==> src/rtl/bph_pkg.sv <==
// Shared constants, types and state encoding for the bounded-probe hash table.
`timescale 1ns / 1ps

package bph_pkg;

  localparam int KEY_W        = 32;
  localparam int DATA_W       = 32;
  localparam int COUNT_W      = 9;
  localparam int ENTRY_W      = KEY_W + DATA_W;
  localparam int KEY_BYTES    = KEY_W / 8;

  localparam int TABLE_SLOTS_DEF  = 256;
  localparam int WINDOW_SLOTS_DEF = 16;

  localparam logic [KEY_W-1:0] EMPTY_KEY = '0;

  localparam logic MODE_INSERT = 1'b0;
  localparam logic MODE_LOOKUP = 1'b1;

  localparam logic STATUS_OK   = 1'b0;
  localparam logic STATUS_FAIL = 1'b1;

  typedef enum logic [2:0] {
    ST_CLEAR,
    ST_IDLE,
    ST_HOME,
    ST_PROBE,
    ST_WRITE,
    ST_FINISH
  } state_t;

  typedef struct packed {
    logic rd;
    logic wr;
  } mem_cmd_t;

endpackage

==> src/rtl/bph_if.sv <==
// Valid/ready channel interfaces for requests and responses.
`timescale 1ns / 1ps

interface bph_req_if;
  logic                             valid;
  logic                             ready;
  logic                             mode;
  logic [bph_pkg::KEY_W-1:0]        key;
  logic signed [bph_pkg::DATA_W-1:0] write_data;

  modport source (output valid, output mode, output key, output write_data, input ready);
  modport sink   (input valid, input mode, input key, input write_data, output ready);
endinterface

interface bph_rsp_if;
  logic                              valid;
  logic                              ready;
  logic                              status;
  logic signed [bph_pkg::DATA_W-1:0] read_data;
  logic [bph_pkg::COUNT_W-1:0]       stored_count;

  modport source (output valid, output status, output read_data, output stored_count,
                  input ready);
  modport sink   (input valid, input status, input read_data, input stored_count,
                  output ready);
endinterface

==> src/rtl/bph_ctrl.sv <==
// Sequencer: clearing pass, home-slot select, probe loop, write-back, result register.
`timescale 1ns / 1ps

module bph_ctrl #(
  parameter int TABLE_SLOTS  = bph_pkg::TABLE_SLOTS_DEF,
  parameter int WINDOW_SLOTS = bph_pkg::WINDOW_SLOTS_DEF,
  parameter int IDX_W        = $clog2(TABLE_SLOTS)
) (
  input  logic                        clk,
  input  logic                        rst,
  bph_req_if.sink                     req,
  bph_rsp_if.source                   rsp,
  output bph_pkg::mem_cmd_t           mem_cmd,
  output logic [IDX_W-1:0]            mem_addr,
  output logic [bph_pkg::ENTRY_W-1:0] mem_wdata,
  input  logic [bph_pkg::ENTRY_W-1:0] mem_rdata
);

  localparam int WIN_W   = $clog2(WINDOW_SLOTS + 1);
  localparam int CNT_W   = $clog2(TABLE_SLOTS + 1);

  localparam logic [IDX_W-1:0]  LAST_SLOT = IDX_W'(TABLE_SLOTS - 1);
  localparam logic [WIN_W-1:0]  WIN_LAST  = WIN_W'(WINDOW_SLOTS - 1);
  localparam logic [WIN_W-1:0]  WIN_FULL  = WIN_W'(WINDOW_SLOTS);
  localparam logic [CNT_W-1:0]  CNT_MAX   = CNT_W'(TABLE_SLOTS);

  bph_pkg::state_t state, state_next;

  logic                              op_mode;
  logic [bph_pkg::KEY_W-1:0]         op_key;
  logic [bph_pkg::DATA_W-1:0]        op_data;
  logic [IDX_W-1:0]                  slot;
  logic [IDX_W-1:0]                  rd_slot;
  logic [IDX_W-1:0]                  hit_slot;
  logic [IDX_W-1:0]                  clr_addr;
  logic [WIN_W-1:0]                  issue_cnt;
  logic [WIN_W-1:0]                  chk_cnt;
  logic                              rd_valid;
  logic                              res_status;
  logic signed [bph_pkg::DATA_W-1:0] res_data;
  logic [CNT_W-1:0]                  count;
  logic                              out_valid;
  logic                              out_status;
  logic signed [bph_pkg::DATA_W-1:0] out_data;
  logic [bph_pkg::COUNT_W-1:0]       out_count;

  logic [bph_pkg::KEY_W-1:0]  key_rd;
  logic [bph_pkg::DATA_W-1:0] val_rd;
  logic                       probe_hit;
  logic                       probe_last;
  logic                       issue;
  logic                       out_free;

  assign key_rd     = mem_rdata[bph_pkg::ENTRY_W-1 -: bph_pkg::KEY_W];
  assign val_rd     = mem_rdata[bph_pkg::DATA_W-1:0];
  assign probe_hit  = rd_valid && ((op_mode == bph_pkg::MODE_INSERT) ?
                                   (key_rd == bph_pkg::EMPTY_KEY) : (key_rd == op_key));
  assign probe_last = rd_valid && (chk_cnt == WIN_LAST);
  assign issue      = (state == bph_pkg::ST_PROBE) && (issue_cnt != WIN_FULL) && !probe_hit;
  assign out_free   = !out_valid || rsp.ready;

  // next state
  always_comb begin
    state_next = state;
    case (state)
      bph_pkg::ST_CLEAR: begin
        if (clr_addr == LAST_SLOT) state_next = bph_pkg::ST_IDLE;
      end
      bph_pkg::ST_IDLE: begin
        if (req.valid) state_next = bph_pkg::ST_HOME;
      end
      bph_pkg::ST_HOME: begin
        state_next = (op_key == bph_pkg::EMPTY_KEY) ? bph_pkg::ST_FINISH : bph_pkg::ST_PROBE;
      end
      bph_pkg::ST_PROBE: begin
        if (probe_hit) begin
          state_next = (op_mode == bph_pkg::MODE_INSERT) ? bph_pkg::ST_WRITE
                                                         : bph_pkg::ST_FINISH;
        end else if (probe_last) begin
          state_next = bph_pkg::ST_FINISH;
        end
      end
      bph_pkg::ST_WRITE: begin
        state_next = bph_pkg::ST_FINISH;
      end
      bph_pkg::ST_FINISH: begin
        if (out_free) state_next = bph_pkg::ST_IDLE;
      end
      default: state_next = bph_pkg::ST_CLEAR;
    endcase
  end

  // outputs
  always_comb begin
    req.ready  = (state == bph_pkg::ST_IDLE);
    mem_cmd.rd = issue;
    mem_cmd.wr = (state == bph_pkg::ST_CLEAR) || (state == bph_pkg::ST_WRITE);
    case (state)
      bph_pkg::ST_CLEAR: begin
        mem_addr  = clr_addr;
        mem_wdata = '0;
      end
      bph_pkg::ST_WRITE: begin
        mem_addr  = hit_slot;
        mem_wdata = {op_key, op_data};
      end
      default: begin
        mem_addr  = slot;
        mem_wdata = {op_key, op_data};
      end
    endcase
  end

  assign rsp.valid        = out_valid;
  assign rsp.status       = out_status;
  assign rsp.read_data    = out_data;
  assign rsp.stored_count = out_count;

  always_ff @(posedge clk) begin
    if (rst) begin
      state     <= bph_pkg::ST_CLEAR;
      clr_addr  <= '0;
      rd_valid  <= 1'b0;
      out_valid <= 1'b0;
      count     <= '0;
    end else begin
      state    <= state_next;
      rd_valid <= issue;

      if (state == bph_pkg::ST_CLEAR) clr_addr <= clr_addr + 1'b1;

      if (state == bph_pkg::ST_WRITE) count <= count + 1'b1;

      if (state == bph_pkg::ST_FINISH && out_free) begin
        out_valid <= 1'b1;
      end else if (rsp.ready) begin
        out_valid <= 1'b0;
      end
    end

    // payload
    if (state == bph_pkg::ST_IDLE && req.valid) begin
      op_mode  <= req.mode;
      op_key   <= req.key;
      op_data  <= req.write_data;
    end

    if (state == bph_pkg::ST_HOME) begin
      // table size is a power of two: the home slot is the low key bits
      slot       <= op_key[IDX_W-1:0];
      issue_cnt  <= '0;
      chk_cnt    <= '0;
      res_status <= bph_pkg::STATUS_FAIL;
      res_data   <= '0;
    end

    if (issue) begin
      slot      <= (slot == LAST_SLOT) ? '0 : slot + 1'b1;
      issue_cnt <= issue_cnt + 1'b1;
      rd_slot   <= slot;
    end

    if (state == bph_pkg::ST_PROBE && rd_valid) begin
      chk_cnt <= chk_cnt + 1'b1;
      if (probe_hit) begin
        hit_slot <= rd_slot;
        if (op_mode == bph_pkg::MODE_LOOKUP) begin
          res_status <= bph_pkg::STATUS_OK;
          res_data   <= $signed(val_rd);
        end
      end
    end

    if (state == bph_pkg::ST_WRITE) res_status <= bph_pkg::STATUS_OK;

    if (state == bph_pkg::ST_FINISH && out_free) begin
      out_status <= res_status;
      out_data   <= res_data;
      out_count  <= bph_pkg::COUNT_W'(count);
    end
  end

  // checks
  a_rd_wr_excl: assert property (@(posedge clk) disable iff (rst)
    !(mem_cmd.rd && mem_cmd.wr))
    else $error("slot memory read and written in the same cycle");

  a_count_step: assert property (@(posedge clk) disable iff (rst)
    state == bph_pkg::ST_WRITE |=> count == $past(count) + 1'b1)
    else $error("entry count did not advance on write-back");

  a_count_max: assert property (@(posedge clk) disable iff (rst)
    count <= CNT_MAX)
    else $error("entry count above table size");

  a_fail_zero: assert property (@(posedge clk) disable iff (rst)
    out_valid && out_status == bph_pkg::STATUS_FAIL |-> out_data == '0)
    else $error("failed transaction carries nonzero data");

  a_rd_in_probe: assert property (@(posedge clk) disable iff (rst)
    rd_valid |-> state == bph_pkg::ST_PROBE)
    else $error("probe read returned outside the probe loop");

endmodule

==> src/flat_wrapper.sv <==
// flat-port wrapper written by rule: the top's interface ports become plain ports
module bph_ctrl_flat 
#(
  parameter int TABLE_SLOTS  = bph_pkg::TABLE_SLOTS_DEF,
  parameter int WINDOW_SLOTS = bph_pkg::WINDOW_SLOTS_DEF,
  parameter int IDX_W        = $clog2(TABLE_SLOTS)
)
  (clk, rst, mem_cmd, mem_addr, mem_wdata, mem_rdata, req_valid, req_mode, req_key, req_write_data, req_ready, rsp_valid, rsp_status, rsp_read_data, rsp_stored_count, rsp_ready);
  bph_req_if req_i ();
  bph_rsp_if rsp_i ();
  input  logic clk;
  input  logic rst;
  output bph_pkg::mem_cmd_t mem_cmd;
  output logic [IDX_W-1:0] mem_addr;
  output logic [bph_pkg::ENTRY_W-1:0] mem_wdata;
  input  logic [bph_pkg::ENTRY_W-1:0] mem_rdata;
  input wire logic [$bits(req_i.valid)-1:0] req_valid;
  input wire logic [$bits(req_i.mode)-1:0] req_mode;
  input wire logic [$bits(req_i.key)-1:0] req_key;
  input wire logic [$bits(req_i.write_data)-1:0] req_write_data;
  output wire logic [$bits(req_i.ready)-1:0] req_ready;
  output wire logic [$bits(rsp_i.valid)-1:0] rsp_valid;
  output wire logic [$bits(rsp_i.status)-1:0] rsp_status;
  output wire logic [$bits(rsp_i.read_data)-1:0] rsp_read_data;
  output wire logic [$bits(rsp_i.stored_count)-1:0] rsp_stored_count;
  input wire logic [$bits(rsp_i.ready)-1:0] rsp_ready;
  assign req_i.valid = req_valid;
  assign req_i.mode = req_mode;
  assign req_i.key = req_key;
  assign req_i.write_data = req_write_data;
  assign req_ready = req_i.ready;
  assign rsp_valid = rsp_i.valid;
  assign rsp_status = rsp_i.status;
  assign rsp_read_data = rsp_i.read_data;
  assign rsp_stored_count = rsp_i.stored_count;
  assign rsp_i.ready = rsp_ready;
  bph_ctrl #(.TABLE_SLOTS(TABLE_SLOTS), .WINDOW_SLOTS(WINDOW_SLOTS), .IDX_W(IDX_W)) u_core (.clk(clk), .rst(rst), .req(req_i), .rsp(rsp_i), .mem_cmd(mem_cmd), .mem_addr(mem_addr), .mem_wdata(mem_wdata), .mem_rdata(mem_rdata));
endmodule
==> config.mk <==
export PLATFORM = sky130hd
export DESIGN_NAME = bph_ctrl_flat
export DESIGN_NICKNAME = d
export VERILOG_FILES = /design/src/rtl/bph_pkg.sv /design/src/rtl/bph_if.sv /design/src/rtl/bph_ctrl.sv /design/src/flat_wrapper.sv
export SDC_FILE = /design/constraint.sdc
export NUM_CORES = 1
export LEC_CHECK = 0
export ABC_AREA = 1
export BUFFER_PORTS_ARGS = -buffer_cell sky130_fd_sc_hd__buf_2
export CAP_MARGIN = 20
export CORE_ASPECT_RATIO = 0.9
export CORE_MARGIN = 5
export CORE_UTILIZATION = 51
export CTS_BUF_LIST = sky130_fd_sc_hd__clkbuf_16
export CTS_CLUSTER_DIAMETER = 200
export DETAILED_ROUTE_END_ITERATION = 12
export HOLD_SLACK_MARGIN = 0.06
export PLACE_DENSITY = 0.78
export SKIP_CTS_REPAIR_TIMING = 1
export SLEW_MARGIN = 10
export SYNTH_ARGS = -nofsm -noshare
export SYNTH_HDL_FRONTEND = slang
export SYNTH_SLANG_ARGS = --single-unit
==> constraint.sdc <==
create_clock -name clk -period 4.8 [get_ports clk]
set_input_delay 0.48 -clock clk [delete_from_list [all_inputs] [get_ports clk]]
set_output_delay 0.48 -clock clk [all_outputs]
set_load 0.005 [all_outputs]
=== Yosys cells after proc, flatten, opt, wreduce, memory -nomap -nowiden ===
Index checks and enable logic that the tools add are counted.

* Bits in registers: 196
* Bits of input ports: 133
* Word-level logic and storage cells: 83

* Add/subtract/negate cells: 5
* Equal/unequal tests: 14
* Mux-type cells: 27
* Reductions and logical operators: 19

{| class="wikitable"
|+ Operator list
! operator !! number
|-
| 2-to-1 mux 32 bit || 4
|-
| logical NOT 32 bit || 2
|-
| 2-to-1 mux 64 bit || 1
|-
| equality test 32 bit || 1
|-
| 2-to-1 mux 8 bit || 3
|-
| 2-to-1 mux 3 bit || 6
|-
| case mux 3 bit (6 select lines) || 1
|-
| adder 8 x 1 -> 8 bit, second input constant || 2
|-
| equality test 8 bit, second input constant || 2
|-
| case mux 8 bit (2 select lines) || 1
|-
| 2-to-1 mux 5 bit || 3
|-
| adder 5 x 1 -> 5 bit, second input constant || 2
|-
| adder 9 x 1 -> 9 bit, second input constant || 1
|-
| 2-to-1 mux 1 bit || 8
|-
| logical AND 1 bit || 7
|-
| equality test 3 x 2 -> 1 bit, second input constant || 2
|-
| equality test 3 bit, second input constant || 2
|-
| nonzero test 2 bit || 3
|-
| equality test 5 x 4 -> 1 bit, second input constant || 1
|-
| inequality test 5 bit, second input constant || 1
|-
| inequality test 2 x 1 -> 1 bit, second input constant || 2
|-
| AND reduction 4 bit || 1
|-
| equality test 3 x 1 -> 1 bit, second input constant || 1
|-
| logical NOT 3 bit || 1
|-
| other kinds (5) || 7
|}

=== Logic depth before layout (Yosys ltp) ===
* Word-level depth: 6
* Depth in mapped cells: 15
* Mapped depth without buffers: 15

=== Worst setup path before layout ===
Ideal clock, no wire load.

* Path kind: register to register
* Start point: register u_core.state[0]
* End point: register u_core.op_data[0] (netlist bit) (enable)
* Data arrival time: 3.531 ns
* Setup slack: 0.781 ns
* Cell stages (with the launch flop): 7
* Path buffers: 0
* Clock period less this slack: 4.019 ns
* Cells stage by stage: dfxtp_1 inv_1 nor2_1 inv_1 nor2_1 inv_1 nor2_1

* Cells in the longest elaborated chain, start to end: 2

{| class="wikitable"
|+ RTL lines
! element !! line !! RTL
|-
| from (decl) || bph_ctrl.sv:27 || <nowiki>bph_pkg::state_t state, state_next;</nowiki>
|-
| from (signal assigned) || bph_ctrl.sv:121 || <nowiki>state <= bph_pkg::ST_CLEAR;</nowiki>
|-
| from (signal assigned) || bph_ctrl.sv:127 || <nowiki>state <= state_next;</nowiki>
|-
| equality test 3 x 1 -> 1 bit || - ||
|-
| named net req_ready || flat_wrapper.sv:21 || <nowiki>output wire logic [$bits(req_i.ready)-1:0] req_ready;</nowiki>
|-
| logical AND 1 bit || bph_ctrl.sv:142 || <nowiki>if (state == bph_pkg::ST_IDLE && req.valid) begin</nowiki>
|-
| to (signal assigned) || bph_ctrl.sv:145 || <nowiki>op_data <= req.write_data;</nowiki>
|-
| to (decl) || bph_ctrl.sv:31 || <nowiki>logic [bph_pkg::DATA_W-1:0] op_data;</nowiki>
|}

The timed path passes the listed nets, and every way through them passes these cells.
A chain may end at the register's enable or synchronous reset.

=== Worst setup path in the final report ===
* Start point: register u_core.state[1]
* End point: output port mem_wdata[61] (netlist bit)

* Cells in the longest elaborated chain, start to end: 2

{| class="wikitable"
|+ RTL lines
! element !! line !! RTL
|-
| logical NOT 3 bit || bph_ctrl.sv:98 || <nowiki>case (state)</nowiki>
|-
| 2-to-1 mux 64 bit || bph_ctrl.sv:98 ||
|-
| to (decl) || flat_wrapper.sv:15 || <nowiki>output logic [bph_pkg::ENTRY_W-1:0] mem_wdata;</nowiki>
|}

No other way between the ends.

==> impl_metrics.env <==
export IMPL_first_pass_iters=5
export IMPL_cp_num_buf_inv=3
export IMPL_postPlaceCellArea_um2=9690
export IMPL_drt_initial_drc_count=440
export IMPL_netlist_top_cell_by_area="sky130_fd_sc_hd__edfxtp_1"
export IMPL_tritoncts="done"
export IMPL_synth_area_per_cell_um2=9.87
export IMPL_post_drt_wl_per_cell_um=14.9
export IMPL_power_frac_seq_pct=48.3
export IMPL_place_inst=1277
export IMPL_final_setup_tns_ns=0
export IMPL_worst_clock_skew_ns=0.0136
export IMPL_dr_total_vias=6335
export IMPL_number_of_core_rows=44
export IMPL_multiInputGateArea_um2=2280
export IMPL_setup_worst_path_end_class="output port"
export IMPL_crit_path_max_incr_delay_ns=0.67
export IMPL_filler_cell_count=1309
export IMPL_timing_critical_path_required_ns=4.32
export IMPL_route_final_wire_length_mm=19.5
export IMPL_post_drt_via_cell_ratio=4.84
export IMPL_antenna_left=0
export IMPL_vdd_ir_drop_worst_uv=285
export IMPL_syn_inst=836
export IMPL_most_repeated_library_cell_on_the_critical_path="sky130_fd_sc_hd__nor2_4"
export IMPL_dp_slack_ns=2.07
export IMPL_synth_fp_nets=976
export IMPL_final_core_util_pct=63.9
export IMPL_max_cap_violations=0
export IMPL_synth_area_leaders="sky130_fd_sc_hd__edfxtp_1 (51%), sky130_fd_sc_hd__dfxtp_1 (13%), sky130_fd_sc_hd__nand2_1 (8.2%)"
export IMPL_ys_warn_count=0
export IMPL_crit_cells=6
export IMPL_grt_total_ovfl=0
export IMPL_io_pins=251
export IMPL_launch_point_of_the_worst_path="u_core.state[1]"
export IMPL_final_period_minus_worst_setup_slack_ns=2.98
export IMPL_groute_usage_overall_pct=21.0
export IMPL_worst_setup_hold_path_clk_slew_ns=0.07
export IMPL_hold_violation_count_in_the_final_report=0
export IMPL_worstSkewPairLatency_ns=0.42
export IMPL_drive_gt1_share_pct=27.8
export IMPL_crit_path_top_delay_cell="sky130_fd_sc_hd__nor2_4"
export IMPL_grt_first_pass_wirelength_mm=30.6
export IMPL_cts_buffer_depth=2
export IMPL_ctsHtreeMaxLevel=4
export IMPL_flow_area_growth_from_synthesis_pct=24.1
export IMPL_post_dp_hpwl_mm=14.7
export IMPL_yosysMostFrequentCell="sky130_fd_sc_hd__nand2_1"
export IMPL_slew_headroom_pct=42.2
export IMPL_yosysTopAreaCellShare_pct=51.3
export IMPL_synth_seq_area_share_pct=64.7
export IMPL_timing_rr_start="u_core.state[0]"
export IMPL_rsz0062_at_grt="false"
export IMPL_synth_edff_count=141
export IMPL_period_share_pct=62.1
export IMPL_timing_critical_path_max_delay_family="simple AND/OR/NAND/NOR gates"
export IMPL_post_synth_most_frequent_cells="sky130_fd_sc_hd__nand2_1 (181), sky130_fd_sc_hd__edfxtp_1 (141), sky130_fd_sc_hd__nor2_1 (130)"
export IMPL_gpl_final_weighted_congestion=0.908
export IMPL_pwr_share_clk_pct=30.6
export IMPL_post_route_cell_area_um2=10200
export IMPL_power_leakage_nw=4.83
export IMPL_yosys_register_bits=196
export IMPL_synthDistinctLibCells=42
export IMPL_finalPower_mw=4.31
export IMPL_power_switching_mw=1.26
export IMPL_drc=0
export IMPL_power_share_combinational_pct=21.1
export IMPL_antenna_violations_before_repair=0
export IMPL_setup_failing_eps_final=0
export IMPL_yosys_most_used_dff="sky130_fd_sc_hd__edfxtp_1"
export IMPL_r2r_setup_slack_ns=2.30
export IMPL_floorplan_die_width_um=144
export IMPL_cp_cell_sequence="nor2_4 -> inv_2 -> nor2_4 -> buf_4 -> nor2_1 -> buf_2"
export IMPL_clock_tree_root="sky130_fd_sc_hd__clkbuf_16"
export IMPL_cts_buffers=17
export IMPL_critical_path_arrival_ns=2.50
export IMPL_worst_path_max_fanout=36
export IMPL_switching_power_as_a_share_of_total_power_pct=29.2
export IMPL_initial_utilization_pct=51.5
export IMPL_crit_reg2reg_capture="u_core.op_key[3]"
export IMPL_antenna_cells_inserted=0
export IMPL_worstMarginPinSlew_ns=0.865
export IMPL_die_area_um2=18800
export IMPL_final_cells=1309
export IMPL_run_status="complete, no violations"
export IMPL_fmax_mhz=336
export IMPL_final_max_slew_viol_count=0
export IMPL_timing_setup_critical_path_class="reg2out"
export IMPL_core_um2=16000
export IMPL_r2r_worst_path_cells=7
export IMPL_buffer_ports_inserted=250
export IMPL_setup_ws_ns=1.82
export IMPL_final_seq_area_um2=5340
export IMPL_power_density_cell_area_nw_per_um2=421
export IMPL_finish_net_count=1229
export IMPL_tritoncts_num_sinks=196
export IMPL_critPathCapture="mem_wdata[61]"
export IMPL_first_global_vias=6381
export IMPL_internal_power_mw=3.05
export IMPL_crit_path_start_kind="flip-flop"
export IMPL_grt_start_max_net_pins=45
export IMPL_die_h_um=131
export IMPL_finalHoldWorstSlack_ns=0.226
export IMPL_worstHoldPathType="in2reg"
export IMPL_synth_async_sr_flop_share_pct=0
export IMPL_syn_area_um2=8250
cell usage in the layout (no fill, tap or decap), types with 2 or more instances in the layout:
cell,count
sky130_fd_sc_hd__a221o_1,2
sky130_fd_sc_hd__o221ai_1,2
sky130_fd_sc_hd__nor2_1,128
sky130_fd_sc_hd__nand3_1,53
sky130_fd_sc_hd__xnor2_1,9
sky130_fd_sc_hd__buf_4,3
sky130_fd_sc_hd__inv_2,12
sky130_fd_sc_hd__nor3b_1,2
sky130_fd_sc_hd__buf_2,250
sky130_fd_sc_hd__ha_1,7
sky130_fd_sc_hd__edfxtp_1,141
sky130_fd_sc_hd__inv_1,131
sky130_fd_sc_hd__nand4_1,5
sky130_fd_sc_hd__a21oi_1,13
sky130_fd_sc_hd__or2_2,3
sky130_fd_sc_hd__o21ai_0,22
sky130_fd_sc_hd__o211ai_1,6
sky130_fd_sc_hd__nor2_4,4
sky130_fd_sc_hd__nor3_1,8
sky130_fd_sc_hd__xor2_1,8
sky130_fd_sc_hd__a31oi_1,3
sky130_fd_sc_hd__nor4_1,10
sky130_fd_sc_hd__clkbuf_16,18
sky130_fd_sc_hd__dfxtp_1,55
sky130_fd_sc_hd__a211oi_1,2
sky130_fd_sc_hd__clkinv_2,2
sky130_fd_sc_hd__clkinv_1,3
sky130_fd_sc_hd__nand2_1,181
sky130_fd_sc_hd__inv_4,2
cells by family (layout without fill, tap and decap cells):
group | after synthesis | count (layout) | share of synthesized area, %
xor gates and xnor gates | 17 | 17 | 1.80
buffers and inverters | 160 | 426 | 7.93
AOI/OAI and AO/OA | 56 | 56 | 4.25
DFF | 196 | 196 | 64.7
adders and majority gates | 7 | 7 | 1.06
and+or+nand+nor | 400 | 400 | 20.3
power groups by stage:
stage / clock network [mW] / logic [mW] / registers, mW
floorplan: 0 / 0.526 / 2.09
global placement: 0 / 0.911 / 2.11
detailed placement: 0 / 0.921 / 2.11
CTS: 1.34 / 0.928 / 2.08
global route: 1.42 / 1.03 / 2.09
finish: 1.32 / 0.909 / 2.08
state kept, by name, summed over array words and instances (netlist names), 3 cells and up:
signal / flops
u_core.chk_cnt: 5
u_core.clr_addr: 8
u_core.count: 9
u_core.hit_slot: 8
u_core.issue_cnt: 5
u_core.op_data: 32
u_core.op_key: 32
u_core.rd_slot: 8
u_core.res_data: 32
u_core.rsp.read_data: 32
u_core.rsp.stored_count: 9
u_core.slot: 8
u_core.state: 3
how the worst min path moves through the flow:
stage,from,to,slack [ns],cells past startpoint
2_1_floorplan,u_core.rd_slot[0],u_core.hit_slot[0],0.40,0
3_3_place_gp,u_core.rd_slot[3],u_core.hit_slot[3],0.40,0
3_5_place_dp,u_core.rd_slot[7],u_core.hit_slot[7],0.41,0
4_1_cts,req_key[25],u_core.op_key[25],0.21,1
5_1_grt,req_key[25],u_core.op_key[25],0.20,1
6_report,req_key[2],u_core.op_key[2],0.23,1
area by class of cell:
class                           instances  share of cell area, %
Clock buffer                           18                   4.40
Timing Repair Buffer                  254                   12.6
Sequential cell                       196                   52.1
Inverter                              140                   5.18
Clock inverter                         14                  0.929
Tap cell                              207                   2.53
Multi-Input combinational cell        480                   22.2
per-layer routing:
layer	global-route usage [%]	part of all wire [%]
met4	6.92	1.9
met1	25.9	41
met2	36.0	50
met5	0	0
met3	5.82	7.4
No activity file was read; power rests on OpenSTA's default activity.
